`src/hdl/rlhm_pkg.sv`:
```
`timescale 1ns / 1ps
// ============================================================================
// rlhm_pkg
// Shared types and constants of the lifecycle and health monitor.
// ============================================================================
package rlhm_pkg;

    localparam int COUNTER_WIDTH_DEF = 64;
    localparam int NUM_COUNTERS      = 6;

    localparam int CNT_ACCEPTED     = 0;
    localparam int CNT_MATCHED      = 1;
    localparam int CNT_PUBLISHED    = 2;
    localparam int CNT_BACKPRESSURE = 3;
    localparam int CNT_CAPACITY     = 4;
    localparam int CNT_FAILURE      = 5;

    localparam logic [2:0] FUNC_START          = 3'd0;
    localparam logic [2:0] FUNC_BEGIN_SHUTDOWN = 3'd1;
    localparam logic [2:0] FUNC_END_SHUTDOWN   = 3'd2;
    localparam logic [2:0] FUNC_INGRESS        = 3'd3;
    localparam logic [2:0] FUNC_MATCHING       = 3'd4;
    localparam logic [2:0] FUNC_PUBLICATION    = 3'd5;

    localparam logic [3:0] ING_PROGRESS      = 4'd0;
    localparam logic [3:0] ING_BACKPRESSURE  = 4'd1;
    localparam logic [3:0] ING_JOURNAL_FULL  = 4'd2;
    localparam logic [3:0] ING_SEQ_EXHAUSTED = 4'd3;
    localparam logic [3:0] ING_PERSIST_FAIL  = 4'd4;
    localparam logic [3:0] ING_COMMIT_INDET  = 4'd5;
    localparam logic [3:0] ING_RECOVERY_REQ  = 4'd6;
    localparam logic [3:0] ING_BAD_PAYLOAD   = 4'd7;
    localparam logic [3:0] ING_TIME_BACKWARD = 4'd8;
    localparam logic [3:0] ING_POISONED      = 4'd9;

    localparam logic [3:0] MAT_PROGRESS      = 4'd0;
    localparam logic [3:0] MAT_INPUT_EMPTY   = 4'd1;
    localparam logic [3:0] MAT_BACKPRESSURE  = 4'd2;
    localparam logic [3:0] MAT_SEQ_EXHAUSTED = 4'd3;
    localparam logic [3:0] MAT_NO_CAPACITY   = 4'd4;
    localparam logic [3:0] MAT_BAD_COMMAND   = 4'd5;
    localparam logic [3:0] MAT_BAD_SEQUENCE  = 4'd6;
    localparam logic [3:0] MAT_TIME_BACKWARD = 4'd7;
    localparam logic [3:0] MAT_INVARIANT     = 4'd8;
    localparam logic [3:0] MAT_POISONED      = 4'd9;

    localparam logic [3:0] PUB_PROGRESS      = 4'd0;

    typedef enum logic [2:0] {
        LC_STARTING = 3'd0,
        LC_RUNNING  = 3'd1,
        LC_DRAINING = 3'd2,
        LC_STOPPED  = 3'd3,
        LC_FAILED   = 3'd4
    } t_lifecycle;

    typedef enum logic [2:0] {
        H_HEALTHY       = 3'd0,
        H_BACKPRESSURED = 3'd1,
        H_CAPACITY      = 3'd2,
        H_RECOVERY      = 3'd3,
        H_CORRUPTION    = 3'd4
    } t_health;

    typedef struct packed {
        logic [2:0] func;
        logic [3:0] status_code;
        logic       cmdq_empty;
        logic       evq_empty;
    } t_item;

    typedef struct packed {
        logic                    accepted;
        t_lifecycle              lifecycle;
        t_health                 health;
        logic [NUM_COUNTERS-1:0] bump;
    } t_effect;

endpackage

```
`src/hdl/rlhm_if.sv`:
```
`timescale 1ns / 1ps
// ============================================================================
// rlhm_if
// Valid/ready channels of the monitor: command/report input and result output.
// ============================================================================
interface rlhm_in_if;
    logic       valid;
    logic       ready;
    logic [2:0] func;
    logic [3:0] status_code;
    logic       cmdq_empty;
    logic       evq_empty;

    modport source (output valid, func, status_code, cmdq_empty,
                    evq_empty, input ready);
    modport sink   (input valid, func, status_code, cmdq_empty,
                    evq_empty, output ready);
endinterface

interface rlhm_out_if #(
    parameter int COUNTER_WIDTH = 64
);
    logic                     valid;
    logic                     ready;
    logic                     accepted;
    logic [2:0]               lifecycle_now;
    logic [2:0]               health_now;
    logic [COUNTER_WIDTH-1:0] accepted_count;
    logic [COUNTER_WIDTH-1:0] matched_count;
    logic [COUNTER_WIDTH-1:0] published_count;
    logic [COUNTER_WIDTH-1:0] backpressure_count;
    logic [COUNTER_WIDTH-1:0] capacity_count;
    logic [COUNTER_WIDTH-1:0] failure_count;

    modport source (output valid, accepted, lifecycle_now, health_now, accepted_count,
                    matched_count, published_count, backpressure_count,
                    capacity_count, failure_count, input ready);
    modport sink   (input valid, accepted, lifecycle_now, health_now, accepted_count,
                    matched_count, published_count, backpressure_count,
                    capacity_count, failure_count, output ready);
endinterface

```
`src/hdl/runtime_lifecycle_health_monitor_top.sv`:
```
`timescale 1ns / 1ps
// ============================================================================
// runtime_lifecycle_health_monitor_top
// Lifecycle and health monitor: commands and status reports in, one result
// per beat out.
// ============================================================================
// Takes one command or status report per cycle unless the output stalls, and
// returns one result beat for each via the input and result registers. A beat
// is held in an input register, then decoded against the lifecycle, health and
// counter registers, which update in that same cycle; those state registers
// drive the result payload directly, so the next beat is decoded only once the
// pending result has been taken (or is taken in that cycle). Counters are
// COUNTER_WIDTH bits wide and saturate at all ones; health never decreases.
module runtime_lifecycle_health_monitor_top #(
    parameter int COUNTER_WIDTH = rlhm_pkg::COUNTER_WIDTH_DEF
) (
    input  logic              i_clk,
    input  logic              i_rst_n,
    rlhm_in_if.sink           i_in,
    rlhm_out_if.source        o_out
);
    import rlhm_pkg::*;

    logic                     r_s1_valid;
    t_item                    r_s1_item;
    logic                     r_out_valid;
    logic                     r_accepted;
    t_lifecycle               r_lifecycle;
    t_health                  r_health;
    t_effect                  effect;
    logic                     s1_advance;
    logic [COUNTER_WIDTH-1:0] count [NUM_COUNTERS];

    assign s1_advance = r_s1_valid && (!r_out_valid || o_out.ready);
    assign i_in.ready = !r_s1_valid || s1_advance;

    always_ff @(posedge i_clk) begin
        if (!i_rst_n) begin
            r_s1_valid <= 1'b0;
        end else if (i_in.ready) begin
            r_s1_valid <= i_in.valid;
        end
        if (i_in.valid && i_in.ready) begin
            r_s1_item.func        <= i_in.func;
            r_s1_item.status_code <= i_in.status_code;
            r_s1_item.cmdq_empty  <= i_in.cmdq_empty;
            r_s1_item.evq_empty   <= i_in.evq_empty;
        end
    end

    rlhm_decode u_decode (
        .i_item      (r_s1_item),
        .i_lifecycle (r_lifecycle),
        .i_health    (r_health),
        .o_effect    (effect)
    );

    always_ff @(posedge i_clk) begin
        if (!i_rst_n) begin
            r_out_valid <= 1'b0;
            r_lifecycle <= LC_STARTING;
            r_health    <= H_HEALTHY;
            r_accepted  <= 1'b0;
        end else begin
            if (s1_advance) begin
                r_out_valid <= 1'b1;
                r_lifecycle <= effect.lifecycle;
                r_health    <= effect.health;
                r_accepted  <= effect.accepted;
            end else if (o_out.ready) begin
                r_out_valid <= 1'b0;
            end
        end
    end

    rlhm_counter_bank #(
        .COUNTER_WIDTH (COUNTER_WIDTH)
    ) u_counters (
        .i_clk   (i_clk),
        .i_rst_n (i_rst_n),
        .i_en    (s1_advance),
        .i_bump  (effect.bump),
        .o_count (count)
    );

    assign o_out.valid              = r_out_valid;
    assign o_out.accepted           = r_accepted;
    assign o_out.lifecycle_now      = r_lifecycle;
    assign o_out.health_now         = r_health;
    assign o_out.accepted_count     = count[CNT_ACCEPTED];
    assign o_out.matched_count      = count[CNT_MATCHED];
    assign o_out.published_count    = count[CNT_PUBLISHED];
    assign o_out.backpressure_count = count[CNT_BACKPRESSURE];
    assign o_out.capacity_count     = count[CNT_CAPACITY];
    assign o_out.failure_count      = count[CNT_FAILURE];

    a_health_mono: assert property (@(posedge i_clk)
        (i_rst_n && $past(i_rst_n)) |-> (r_health >= $past(r_health)))
        else $error("health level decreased");

    a_failed_sticky: assert property (@(posedge i_clk) disable iff (!i_rst_n)
        (r_lifecycle == LC_FAILED) |=> (r_lifecycle == LC_FAILED))
        else $error("left the failed state");

    a_stopped_exit: assert property (@(posedge i_clk) disable iff (!i_rst_n)
        (r_lifecycle == LC_STOPPED) |=>
            (r_lifecycle == LC_STOPPED || r_lifecycle == LC_FAILED))
        else $error("stopped left other than to failed");

    a_state_hold: assert property (@(posedge i_clk) disable iff (!i_rst_n)
        !s1_advance |=> $stable(r_lifecycle) && $stable(r_health))
        else $error("state changed without a processed beat");

endmodule

```
`src/hdl/rlhm_decode.sv`:
```
`timescale 1ns / 1ps
// ============================================================================
// rlhm_decode
// Decodes one command or status report against the current lifecycle and
// health: next lifecycle, next health, accept flag and counter bump mask.
// ============================================================================
module rlhm_decode (
    input  rlhm_pkg::t_item      i_item,
    input  rlhm_pkg::t_lifecycle i_lifecycle,
    input  rlhm_pkg::t_health    i_health,
    output rlhm_pkg::t_effect    o_effect
);
    import rlhm_pkg::*;

    t_health    lift_lvl;
    logic       lift_en;
    logic       fail_en;

    always_comb begin
        o_effect           = '0;
        o_effect.lifecycle = i_lifecycle;
        lift_lvl           = H_HEALTHY;
        lift_en            = 1'b0;
        fail_en            = 1'b0;

        case (i_item.func)
            FUNC_START: begin
                if (i_lifecycle == LC_STARTING) begin
                    o_effect.lifecycle = LC_RUNNING;
                    o_effect.accepted  = 1'b1;
                end
            end
            FUNC_BEGIN_SHUTDOWN: begin
                if (i_lifecycle == LC_RUNNING) begin
                    o_effect.lifecycle = LC_DRAINING;
                    o_effect.accepted  = 1'b1;
                end
            end
            FUNC_END_SHUTDOWN: begin
                if (i_lifecycle == LC_DRAINING && i_item.cmdq_empty
                        && i_item.evq_empty) begin
                    o_effect.lifecycle = LC_STOPPED;
                    o_effect.accepted  = 1'b1;
                end
            end
            FUNC_INGRESS: begin
                case (i_item.status_code)
                    ING_PROGRESS: o_effect.bump[CNT_ACCEPTED] = 1'b1;
                    ING_BACKPRESSURE: begin
                        lift_en = 1'b1;
                        lift_lvl = H_BACKPRESSURED;
                        o_effect.bump[CNT_BACKPRESSURE] = 1'b1;
                    end
                    ING_JOURNAL_FULL, ING_SEQ_EXHAUSTED: begin
                        lift_en = 1'b1;
                        lift_lvl = H_CAPACITY;
                        o_effect.bump[CNT_CAPACITY] = 1'b1;
                    end
                    ING_PERSIST_FAIL, ING_COMMIT_INDET, ING_RECOVERY_REQ: begin
                        fail_en = 1'b1;
                        lift_en = 1'b1;
                        lift_lvl = H_RECOVERY;
                    end
                    ING_BAD_PAYLOAD, ING_TIME_BACKWARD: o_effect.bump[CNT_FAILURE] = 1'b1;
                    ING_POISONED: begin
                        fail_en = 1'b1;
                        lift_en = 1'b1;
                        lift_lvl = H_CORRUPTION;
                    end
                    default: ;
                endcase
            end
            FUNC_MATCHING: begin
                case (i_item.status_code)
                    MAT_PROGRESS: o_effect.bump[CNT_MATCHED] = 1'b1;
                    MAT_INPUT_EMPTY: ;
                    MAT_BACKPRESSURE: begin
                        lift_en = 1'b1;
                        lift_lvl = H_BACKPRESSURED;
                        o_effect.bump[CNT_BACKPRESSURE] = 1'b1;
                    end
                    MAT_SEQ_EXHAUSTED, MAT_NO_CAPACITY: begin
                        lift_en = 1'b1;
                        lift_lvl = H_CAPACITY;
                        o_effect.bump[CNT_CAPACITY] = 1'b1;
                    end
                    MAT_BAD_COMMAND, MAT_BAD_SEQUENCE, MAT_TIME_BACKWARD,
                    MAT_INVARIANT, MAT_POISONED: begin
                        fail_en = 1'b1;
                        lift_en = 1'b1;
                        lift_lvl = H_CORRUPTION;
                    end
                    default: ;
                endcase
            end
            FUNC_PUBLICATION: begin
                if (i_item.status_code == PUB_PROGRESS) begin
                    o_effect.bump[CNT_PUBLISHED] = 1'b1;
                end
            end
            default: ;
        endcase

        if (fail_en) begin
            o_effect.lifecycle = LC_FAILED;
            o_effect.bump[CNT_FAILURE] = 1'b1;
        end

        // health only ever rises
        if (lift_en && (lift_lvl > i_health)) begin
            o_effect.health = lift_lvl;
        end else begin
            o_effect.health = i_health;
        end
    end

endmodule

```
`src/hdl/rlhm_counter_bank.sv`:
```
`timescale 1ns / 1ps
// ============================================================================
// rlhm_counter_bank
// Six saturating event counters, bumped by mask on each processed beat.
// ============================================================================
module rlhm_counter_bank #(
    parameter int COUNTER_WIDTH = rlhm_pkg::COUNTER_WIDTH_DEF
) (
    input  logic                              i_clk,
    input  logic                              i_rst_n,
    input  logic                              i_en,
    input  logic [rlhm_pkg::NUM_COUNTERS-1:0] i_bump,
    output logic [COUNTER_WIDTH-1:0]          o_count [rlhm_pkg::NUM_COUNTERS]
);
    import rlhm_pkg::*;

    logic [COUNTER_WIDTH-1:0] r_cnt [NUM_COUNTERS];

    for (genvar g = 0; g < NUM_COUNTERS; g++) begin : g_cnt
        always_ff @(posedge i_clk) begin
            if (!i_rst_n) begin
                r_cnt[g] <= '0;
            end else if (i_en && i_bump[g] && (r_cnt[g] != '1)) begin
                r_cnt[g] <= r_cnt[g] + {{(COUNTER_WIDTH-1){1'b0}}, 1'b1};
            end
        end
        assign o_count[g] = r_cnt[g];
    end

    a_sat_hold: assert property (@(posedge i_clk) disable iff (!i_rst_n)
        (r_cnt[CNT_FAILURE] == '1) |=> (r_cnt[CNT_FAILURE] == '1))
        else $error("failure counter left saturation");

    a_step_one: assert property (@(posedge i_clk) disable iff (!i_rst_n)
        !i_en |=> $stable(r_cnt[CNT_ACCEPTED]) && $stable(r_cnt[CNT_CAPACITY]))
        else $error("counter moved without a processed beat");

    a_no_bump: assert property (@(posedge i_clk) disable iff (!i_rst_n)
        (i_en && !i_bump[CNT_MATCHED]) |=> $stable(r_cnt[CNT_MATCHED]))
        else $error("matched counter moved without a bump");

endmodule
```
`src/flat_wrapper.sv`:
```
// flat-port wrapper written by rule: the top's interface ports become plain ports
module runtime_lifecycle_health_monitor_top_flat import rlhm_pkg::*;
#(
    parameter int COUNTER_WIDTH = rlhm_pkg::COUNTER_WIDTH_DEF
)
  (i_clk, i_rst_n, i_in_valid, i_in_func, i_in_status_code, i_in_cmdq_empty, i_in_evq_empty, i_in_ready, o_out_valid, o_out_accepted, o_out_lifecycle_now, o_out_health_now, o_out_accepted_count, o_out_matched_count, o_out_published_count, o_out_backpressure_count, o_out_capacity_count, o_out_failure_count, o_out_ready);
  rlhm_in_if i_in_i ();
  rlhm_out_if #(.COUNTER_WIDTH(COUNTER_WIDTH)) o_out_i ();
  input  logic i_clk;
  input  logic i_rst_n;
  input wire logic [$bits(i_in_i.valid)-1:0] i_in_valid;
  input wire logic [$bits(i_in_i.func)-1:0] i_in_func;
  input wire logic [$bits(i_in_i.status_code)-1:0] i_in_status_code;
  input wire logic [$bits(i_in_i.cmdq_empty)-1:0] i_in_cmdq_empty;
  input wire logic [$bits(i_in_i.evq_empty)-1:0] i_in_evq_empty;
  output wire logic [$bits(i_in_i.ready)-1:0] i_in_ready;
  output wire logic [$bits(o_out_i.valid)-1:0] o_out_valid;
  output wire logic [$bits(o_out_i.accepted)-1:0] o_out_accepted;
  output wire logic [$bits(o_out_i.lifecycle_now)-1:0] o_out_lifecycle_now;
  output wire logic [$bits(o_out_i.health_now)-1:0] o_out_health_now;
  output wire logic [$bits(o_out_i.accepted_count)-1:0] o_out_accepted_count;
  output wire logic [$bits(o_out_i.matched_count)-1:0] o_out_matched_count;
  output wire logic [$bits(o_out_i.published_count)-1:0] o_out_published_count;
  output wire logic [$bits(o_out_i.backpressure_count)-1:0] o_out_backpressure_count;
  output wire logic [$bits(o_out_i.capacity_count)-1:0] o_out_capacity_count;
  output wire logic [$bits(o_out_i.failure_count)-1:0] o_out_failure_count;
  input wire logic [$bits(o_out_i.ready)-1:0] o_out_ready;
  assign i_in_i.valid = i_in_valid;
  assign i_in_i.func = i_in_func;
  assign i_in_i.status_code = i_in_status_code;
  assign i_in_i.cmdq_empty = i_in_cmdq_empty;
  assign i_in_i.evq_empty = i_in_evq_empty;
  assign i_in_ready = i_in_i.ready;
  assign o_out_valid = o_out_i.valid;
  assign o_out_accepted = o_out_i.accepted;
  assign o_out_lifecycle_now = o_out_i.lifecycle_now;
  assign o_out_health_now = o_out_i.health_now;
  assign o_out_accepted_count = o_out_i.accepted_count;
  assign o_out_matched_count = o_out_i.matched_count;
  assign o_out_published_count = o_out_i.published_count;
  assign o_out_backpressure_count = o_out_i.backpressure_count;
  assign o_out_capacity_count = o_out_i.capacity_count;
  assign o_out_failure_count = o_out_i.failure_count;
  assign o_out_i.ready = o_out_ready;
  runtime_lifecycle_health_monitor_top #(.COUNTER_WIDTH(COUNTER_WIDTH)) u_core (.i_clk(i_clk), .i_rst_n(i_rst_n), .i_in(i_in_i), .o_out(o_out_i));
endmodule
```
`config.mk`:
```
export PLATFORM = sky130hd
export DESIGN_NAME = runtime_lifecycle_health_monitor_top_flat
export DESIGN_NICKNAME = d
export VERILOG_FILES = /design/src/hdl/rlhm_pkg.sv /design/src/hdl/rlhm_if.sv /design/src/hdl/runtime_lifecycle_health_monitor_top.sv /design/src/hdl/rlhm_decode.sv /design/src/hdl/rlhm_counter_bank.sv /design/src/flat_wrapper.sv
export SDC_FILE = /design/constraint.sdc
export NUM_CORES = 1
export LEC_CHECK = 0
export ABC_AREA = 1
export ABC_CLOCK_PERIOD_IN_PS = 13300
export BUFFER_PORTS_ARGS = -buffer_cell sky130_fd_sc_hd__buf_2
export CAP_MARGIN = 5
export CORE_MARGIN = 4
export CORE_UTILIZATION = 30
export DETAILED_ROUTE_END_ITERATION = 10
export GPL_TIMING_DRIVEN = 0
export PLACE_DENSITY_LB_ADDON = 0.05
export SLEW_MARGIN = 20
export SYNTH_ARGS = -nofsm -noshare
export SYNTH_HDL_FRONTEND = slang
export SYNTH_SLANG_ARGS = --single-unit
```
`constraint.sdc`:
```
create_clock -name i_clk -period 13.3 [get_ports i_clk]
set_clock_uncertainty 0.05 [all_clocks]
set_input_delay 0.665 -clock i_clk [delete_from_list [all_inputs] [get_ports i_clk]]
set_output_delay 0.665 -clock i_clk [all_outputs]
set_load 0.02 [all_outputs]
```
# Word level (Yosys, flattened, before mapping)
# Memory sizes are Yosys's and may differ from the RTL's.
# Index checks and enable logic that the tools add are counted.
# W data, S select, Z words.
# word_totals
reg_bits,18
latch_bits,0
ram_bits,384
romBits,0
word_cells,137
n_memories,1
# op_classes
addsub,6
n_mul,0
div,0
n_lt_le_gt_ge,1
n_eq_ne,25
n_shift,0
mux,53
bitwise_logic,6
reduce_logical,36
# mem_list
name,depth,width,rd,rd_ports_with_merged_regs,wr,line,text
u_core.u_counters.r_cnt,6,64,6,0,6,rlhm_counter_bank.sv:17,logic [COUNTER_WIDTH-1:0] r_cnt [NUM_COUNTERS];
# op_table
operator,n
$add A64 B1 Y64 const B,6
$mux W64,6
$ne A64 B64 Y1 const B,6
$mux W1,36
$logic_and A1 B1 Y1,17
$eq A4 B3 Y1 const B,4
$mux W4,3
$pmux W3 S4,1
$pmux W4 S3,1
$eq A3 B2 Y1 const B,3
$ne A3 B3 Y1 const B,3
$pmux W3 S3,1
$eq A4 B2 Y1 const B,2
$eq A4 B4 Y1 const B,2
$reduce_or A8 Y1,1
$reduce_or A7 Y1,1
$eq A3 B1 Y1 const B,2
$eq A3 B3 Y1 const B,2
$logic_not A3 Y1,2
$or A1 B1 Y1,6
$pmux W3 S2,1
$reduce_or A2 Y1,3
$reduce_and A5 Y1,1
$reduce_or A5 Y1,1
13 further kinds,16

# Depth between registers and ports, before layout
# Gate-level depths: netlist of the first run.
# logic_depth
word_depth,11
depth_mapped,15
ltp_nobuf,15

# Modules after synthesis
# From an unflattened synthesis of the first run, not the netlist that was laid out.
# hier_totals
cells_unflattened,3674
area_unflattened_um2,26935.8
# by_module_without_submodules
mod,instances,cells_per_inst,area_per_inst_um2
rlhm_counter_bank,1,3505,25739.7
runtime_lifecycle_health_monitor_top,1,68,699.4
rlhm_decode,1,101,496.7

# Worst setup path before layout of the first run
# No wires, ideal clock.
# synth_timing
path_type,register -> register
start,mem u_core.u_counters.r_cnt[4][0]
end,"mem u_core.u_counters.r_cnt[4][0], enable pin"
setup_ns,0.574
t_arrival_ns,5.767
t_required_ns,12.676
path_slack_ns,6.908
path_stages_with_launch,9
path_buffers,0
path_cell_list,edfxtp_1 > ha_1 > nand2_2 > nor2_4 > nand2_2 > nor2_4 > nand2_2 > nor2_2 > o21ai_0
# synth_lines
item,line
from (decl),rlhm_counter_bank.sv:17

==> results of run 1 <==
==> placed cells by master (no fill, tap or decap), types with 10 or more instances in the layout <==
cell type / n
a21oi_1: 150
inv_1: 430
clkinv_1: 10
xor2_1: 128
nand2_1: 971
nor2_2: 17
clkbuf_1: 20
o21ai_0: 41
edfxtp_1: 393
buf_6: 25
buf_2: 415
nor2_1: 846
nor3_1: 157
xnor2_1: 52
or2_2: 28
nand3b_1: 11
nand4_1: 127
nand3_1: 201
clkbuf_16: 54
==> state kept, by name, indices dropped and copies added, names as in the netlist <==
name                        count
u_core.r_s1_valid               1
u_core.u_counters.r_cnt       384
u_core.o_out.health_now         3
u_core.o_out.valid              1
u_core.o_out.lifecycle_now      3
u_core.o_out.accepted           1
u_core.r_s1_item                9
==> layout make-up <==
type,count,area (um^2)
clock inverter,26,265
inverter,435,1630
buffer,38,348
antenna,1,2.50
tap,1165,1460
fill,9693,56400
sequential,402,12000
multi-input combinational,2807,13000
clock buffer,74,1440
timing repair buffer,412,2220
==> how the worst max path moves through the flow <==
stage                                             start                              to  slack [ns]  depth (start not counted)
after global placement                      o_out_ready   u_core.u_counters.r_cnt[4][5]        3.98                          7
after detailed placement                        i_rst_n  u_core.u_counters.r_cnt[4][57]        9.92                          5
after CTS                 u_core.u_counters.r_cnt[2][0]  u_core.u_counters.r_cnt[2][15]       10.18                          9
after global routing      u_core.u_counters.r_cnt[0][0]  u_core.u_counters.r_cnt[0][12]       10.04                         11
final                     u_core.u_counters.r_cnt[0][0]  u_core.u_counters.r_cnt[0][16]       10.25                         11
after floorplan           u_core.u_counters.r_cnt[4][0]   u_core.u_counters.r_cnt[4][0]        6.91                          8
==> through the flow <==
step	hold WS (ns)	instance area [um^2]
finish	0.132	32400
global route	0.0888	32400
CTS	0.0717	32400
detailed placement	0.422	30700
global placement	0.425	30400
floorplan	0.490	27000
==> cells in the mapped netlist, types with 2 or more instances <==
library cell / count
nand3_4: 4
nor4_1: 2
a21oi_1: 150
dfxtp_1: 9
buf_2: 11
xnor2_1: 52
o21ai_0: 42
nor2_1: 846
nor2_4: 8
nand2_2: 6
nand4_1: 127
nor3_1: 157
and2_1: 7
ha_1: 9
and2_0: 3
inv_1: 430
xor2_1: 128
nand2_1: 976
inv_2: 4
edfxtp_1: 393
nor3_2: 8
buf_6: 25
nor3b_1: 4
nand3_2: 5
and3_1: 4
nor2_2: 17
or2_1: 2
or2_2: 28
nand3b_1: 11
nand3_1: 201
or2_0: 3
==> where the power goes <==
part,switching [W],internal (W)
registers,0.0000758,0.00144
logic,0.000164,0.0000672
clock network,0.000611,0.000848
==> layer usage <==
metal  track usage [%]  up-vias  wire [um]
met1              28.8    12100      47500
met5                 0        -          0
li1                  -    12900          -
met3              4.43      137       6480
met4              6.50        0       3040
met2              37.3      676      50700
==> cells by family (layout without fill, tap and decap cells) <==
family	count (synthesis)	in the layout	share of synthesized area [%]
AO/OA/AOI/OAI	196	196	3.69
flip-flops	402	402	44.5
XOR/XNOR	180	180	5.85
other	0	1	0
adder cells (fa/ha/maj)	9	9	0.418
AND/OR/NAND/NOR	2422	2422	38.2
buffers and inverters	473	985	7.35
==> worst register-to-register path: stages (launching register included) <==
cell and delay (ns):
edfxtp_1 0.42, ha_1 0.24, nand2_1 0.15, nor2_4 0.21, nand2_1 0.15, inv_2 0.12
nand2_1 0.12, nor2_1 0.42, nand2_1 0.20, nand2_1 0.14, nand2_4 0.23, buf_12 0.29
==> summary.md, run 1 <==
| Metric | Value |
|---|---|
| Outcome | `finished clean` |
| Slew at the pin closest to its max-slew limit | `1.00 ns` |
| DP Wirelength | `86.8 mm` |
| WP data arrival | `3.37 ns` |
| DRC viols | `0` |
| Crit path capture type | `register` |
| Hold path startpoint | `i_in_cmdq_empty` |
| Fin crit share | `22.9%` |
| CTS buffer count | `54` |
| Resized cells post-CTS | `0` |
| Vias in the first global route | `25300` |
| Initial core utilization | `30.4%` |
| Leakage power | `12.1 nW` |
| Final ANT Viol Nets | `0` |
| Synthesis Warnings | `0` |
| Worst reg2reg path startpoint | `u_core.u_counters.r_cnt[0][0]` |
| CTS H-Tree Depth | `2` |
| Inst Count DP | `5259` |
| Port buffer count | `404` |
| DR pass1 iterations | `5` |
| CTS tree | `done` |
| Initial DRC Count | `1681` |
| FF+latch count, synth | `402` |
| WL final | `108 mm` |
| Cell mode on critical path | `nand2_1` |
| Slowest stage cell, crit path | `edfxtp_1` |
| Grt total ovfl | `0` |
| Worst path max stage delay | `0.42 ns` |
| Worst Hold Depth | `1` |
| Sum Neg Setup Slack | `0 ns` |
| Setup violations, final | `0` |
| Final slew viol count | `0` |
| Total power | `0.00320 W` |
| Antenna violations before repair | `2` |
| Seq/Total Area, Yosys | `44.5%` |
| Critical Path Source Type | `register` |
| Depth of the most critical reg-to-reg path | `11` |
| Die area | `94700 um^2` |
| CTS Sinks | `402` |
| Worst-case clock buffer depth | `3` |
| Endpoint, Worst Hold | `u_core.r_s1_item[1]` |
| GP Congestion | `0.914` |
| Share of cells above drive strength 1 | `14.5%` |
| Cell Chain, Critical Path | `ha_1 -> nand2_1 -> nor2_4 -> nand2_1 -> inv_2 -> nand2_1 -> nor2_1 -> nand2_1 -> nand2_1 -> nand2_4 -> buf_12` |
| Maximum VDD drop | `93.5 uV` |
| Cells after synthesis | `3682` |
| Slew headroom | `32.6%` |
| Maxcap violations | `0` |
| Syn Nets | `3704` |
| Critical path's top delay family | `simple AND/OR/NAND/NOR gates` |
| GRT Overall Usage | `22.1%` |
| CTS Hold Bufs | `0` |
| Final worst slack | `10.25 ns` |
| Core Box Area | `88800 um^2` |
| RSZ-0062 raised after global routing | `no` |
| Synth cell types | `41` |
| Finished Core Util | `36.5%` |
| Per-cell routed wire length | `20.1 um` |
| Top Ports | `406` |
| CP Data Required Time | `13.62 ns` |
| Nets | `4172` |
| Syn avg cell area | `7.32 um^2` |
| Worst-path clk slew | `0.05 ns` |
| Die X-Extent | `308 um` |
| Reg-to-reg endpoint | `u_core.u_counters.r_cnt[0][16]` |
| Area leader, netlist | `edfxtp_1` |
| Root Driver | `clkbuf_16` |
| Global-route wire length before repair | `160 mm` |
| Worst skew pair latency | `0.66 ns` |
| Top FF cell, synth | `edfxtp_1` |
| PwrDens | `98.9 nW/um^2` |
| Worst hold path type | `in2reg` |
| Final cell count without fillers | `5360` |
| Via Count | `25800` |
| Post-CTS setup buffer count | `0` |
| Pre-CTS setup slack | `9.92 ns` |
| Mapped Area | `27000 um^2` |
| FP Rows | `109` |
| Maximum number of pins on one net before global-route repair | `53` |
| Buf+Inv Stages, Crit Path | `2` |
| Synth async-reset ratio | `0%` |
| CP Max Fanout | `38` |
| Kind of critical path | `reg2reg` |
| Final min period | `3.05 ns` |
| Die height | `308 um` |
| Post-synth top area share | `43.8%` |
| Worst R2R Setup Slack | `10.25 ns` |
| Number of synthesized flops with an enable pin | `393` |
| Routed vias/inst | `4.82` |
| Fmax | `328 MHz` |
| Endpoints failing hold | `0` |
| Synth area leaders | `edfxtp_1 44%, nand2_1 14%, nor2_1 12%` |
| Area Growth Syn to Fin | `20.1%` |
Note: power is estimated with default switching activity, not from simulation.
==> inputs of run 2 (changes only) <==
Settings changed: ABC_CLOCK_PERIOD_IN_PS 13300 to 3200.
Clock period 13.3 ns to 3.2 ns, I/O delays scaled along.
==> run 2 against run 1 <==
Core utilization rose by 0.31 points. Largest power group is now clock. Critical path type unchanged. Sequential cell count stayed put. Worst hold slack better by 0.039 ns. Register-to-register slack got worse by 10 ns. Setup slack lost 10 ns. Sequential share of layout area down 0.31 points. Power grew to 4.3 times the previous value. Clock power rose to 4.5 times the previous value.
==> summary.md, run 2 (synthesized netlist as in run 1, its figures left out) <==
| Metric | Value |
|---|---|
| Outcome | `finished clean` |
| Sequential power share | `45.5% (-1.7 points)` |
| Maximum number of pins on one net before global-route repair | `45 (-15%)` |
| Combinational share of power | `7.1% (about the same)` |
| Cell Chain, Critical Path | `ha_1 -> nand3_1 -> nor2_4 -> nand2_1 -> nor3_1 -> nand4_1 -> nand2_1 -> nand2_4 -> buf_12` |
| Initial DRC Count | `1957 (+16%)` |
| Hold path startpoint | `i_in_evq_empty` |
| Global-route wire length before repair | `161 mm (+0.96%)` |
| CTS Sinks | `402 (unchanged)` |
| Final ANT Viol Nets | `0 (unchanged)` |
| Met3 wire length | `6.86 mm (+5.9%)` |
| WL met1 | `49.8 mm (+4.8%)` |
| Core Box Area | `88800 um^2 (unchanged)` |
| DR pass1 iterations | `5 (unchanged)` |
| Vias in the first global route | `24900 (-1.4%)` |
| Pre-CTS setup slack | `0.241 ns (-9.68 ns)` |
| FP Rows | `109 (unchanged)` |
| GRT Overall Usage | `22.5% (+0.32 points)` |
| Worst skew pair latency | `0.65 ns (about the same)` |
| DRC viols | `0 (unchanged)` |
| Crit path capture type | `register` |
| Grt total ovfl | `0 (unchanged)` |
| Dpl cell area | `30700 um^2 (about the same)` |
| Antenna violations before repair | `0 (-2)` |
| PwrDens | `423 nW/um^2 (+330%)` |
| Per-cell routed wire length | `20.4 um (+1.4%)` |
| Nets | `4185 (+0.31%)` |
| Die area | `94700 um^2 (unchanged)` |
| Slew at the pin closest to its max-slew limit | `1.00 ns (-0.00361 ns)` |
| Clock share of power | `47.4% (+1.8 points)` |
| CTS H-Tree Depth | `2 (unchanged)` |
| Sum Neg Setup Slack | `0 ns (unchanged)` |
| Cell mode on critical path | `nand2_1` |
| Die height | `308 um (unchanged)` |
| Fin crit share | `91.5% (+69 points)` |
| Endpoints failing hold | `0 (unchanged)` |
| Fill cells | `9699 (+0.062%)` |
| WL met2 | `50.9 mm (+0.44%)` |
| Post-Layout Inst Area | `32700 um^2 (+0.85%)` |
| Top Ports | `406 (unchanged)` |
| Switching Share | `26.1% (-0.44 points)` |
| Resized cells post-CTS | `0 (unchanged)` |
| WP data arrival | `3.25 ns (-0.12 ns)` |
| CTS buffer count | `54 (unchanged)` |
| Worst-case clock buffer depth | `3 (unchanged)` |
| Hold Slack | `0.171 ns (+0.0391 ns)` |
| Cell Int Power | `0.0102 W (+330%)` |
| Routed vias/inst | `4.84 (+0.42%)` |
| Slowest stage cell, crit path | `edfxtp_1` |
| CP Data Required Time | `3.52 ns (-10.10 ns)` |
| Port buffer count | `404 (unchanged)` |
| Commonest non-fill, non-tap cell in the layout | `nand2_1` |
| Share of cells above drive strength 1 | `14.6% (+0.054 points)` |
| DP Wirelength | `87.8 mm (+1.1%)` |
| Diode count | `0 (-1)` |
| GP Congestion | `0.922 (+0.94%)` |
| Kind of critical path | `reg2reg` |
| Critical path launch point | `u_core.u_counters.r_cnt[2][0]` |
| CP Max Fanout | `33 (-13%)` |
| Top Metal Used | `met4` |
| Maxcap violations | `0 (unchanged)` |
| Final slew viol count | `0 (unchanged)` |
| Root Driver | `clkbuf_16` |
| Leakage power | `12.2 nW (+0.93%)` |
| Setup violations, final | `0 (unchanged)` |
| Die X-Extent | `308 um (unchanged)` |
| Regs by FF count | `u_core.u_counters.r_cnt: 384 flops, u_core.r_s1_item: 9 flops` |
| CTS tree | `done` |
| Commonest non-fill, non-tap cells in the layout | `971 x nand2_1, 846 x nor2_1, 430 x inv_1, 415 x buf_2, 393 x edfxtp_1` |
| Number of flip-flops in the largest register | `384 (unchanged)` |
| Worst path max stage delay | `0.52 ns (+0.10 ns)` |
| Critical path's top delay family | `simple AND/OR/NAND/NOR gates` |
| WL final | `110 mm (+1.6%)` |
| Final min period | `2.93 ns (-0.124 ns)` |
| Final worst slack | `0.273 ns (-9.98 ns)` |
| Slew headroom | `32.8% (+0.24 points)` |
| Switch Pwr | `0.00361 W (+320%)` |
| Worst-path clk slew | `0.06 ns (about the same)` |
| Critical Path Source Type | `register` |
| RSZ-0062 raised after global routing | `no` |
| Worst reg2reg path startpoint | `u_core.u_counters.r_cnt[2][0]` |
| Fmax | `342 MHz (+4.2%)` |
| Buf+Inv Stages, Crit Path | `1 (-1)` |
| Via Count | `26000 (+0.63%)` |
| Largest Register | `u_core.u_counters.r_cnt` |
| Area Growth Syn to Fin | `21.2%` |
| Initial core utilization | `30.4% (unchanged)` |
| Worst hold path type | `in2reg` |
| Maximum VDD drop | `421 uV (+350%)` |
-- run 2: cell types whose count changed in the layout (fill, tap and decap cells not counted), moves of 3 or more --
| cell | before | now |
|---|---|---|
| clkinvlp_4 | 1 | 4 |
| bufinv_16 | 5 | 9 |
| clkinv_2 | 8 | 4 |
| clkinv_1 | 10 | 15 |
| clkbuf_1 | 20 | 11 |
| clkbuf_16 | 54 | 57 |
| dlygate4sd3_1 | 0 | 13 |
-- run 2: final timing paths --
kind / end / slack (ns) / cells past startpoint
setup / recovery: u_core.u_counters.r_cnt[2][6] / 0.27 / 9
hold / removal: u_core.r_s1_item[0] / 0.17 / 2
setup reg to reg: u_core.u_counters.r_cnt[2][6] / 0.27 / 9
hold reg to reg: u_core.o_out.accepted / 0.43 / 2
-- run 2: worst reg2reg max path: cells and delay by family (launching register included) --
kind	cells	cell delay (ns)
fa+ha+maj	1	0.28
flops	1	0.52
simple gates	7	1.48
buf+inv	1	0.32
-- run 2: power groups by stage --
stage | registers [W] | clock network (W) | logic, W
after global routing | 0.00631 | 0.00695 | 0.00108
after CTS | 0.00628 | 0.00675 | 0.000997
final | 0.00628 | 0.00654 | 0.000983
after floorplan | 0.00651 | 0 | 0.000363
after global placement | 0.00641 | 0 | 0.000948
after detailed placement | 0.00639 | 0 | 0.000982
-- run 2: area by class of cell --
| cell class | count | area (um^2) | share of cell area, % |
|---|---|---|---|
| Clock buffer | 67 | 1460 | 4.48 |
| Timing Repair Buffer | 425 | 2350 | 7.19 |
| Clock inverter | 32 | 382 | 1.17 |
| Sequential cell | 402 | 12000 | 36.7 |
| Tap cell | 1165 | 1460 | 4.46 |
| Multi-Input combinational cell | 2807 | 13000 | 39.9 |
| Buffer | 38 | 348 | 1.06 |
| Inverter | 435 | 1630 | 5.00 |
-- run 2: timing repair --
item / CTS / global route
hold buffers: 13 / 0
hold endpoints to repair: 21 / 0
buffers inserted: 0 / 0
-- run 2: metrics by stage --
stage / std cells / utilization, % / total power (W)
after floorplan: 3682 / - / 0.00687
after global placement: 5251 / 34.3 / 0.00736
after detailed placement: 5259 / 34.6 / 0.00737
after CTS: 5371 / 36.8 / 0.0140
after global routing: 5371 / 36.8 / 0.0143
final: 5371 / 36.8 / 0.0138
-- run 2: metal layers --
layer | vias to the layer above | GRT usage [%]
met5 | - | 0
met4 | 0 | 4.20
met3 | 99 | 5.01
met2 | 600 | 37.3
met1 | 12300 | 30.3
li1 | 13000 | -
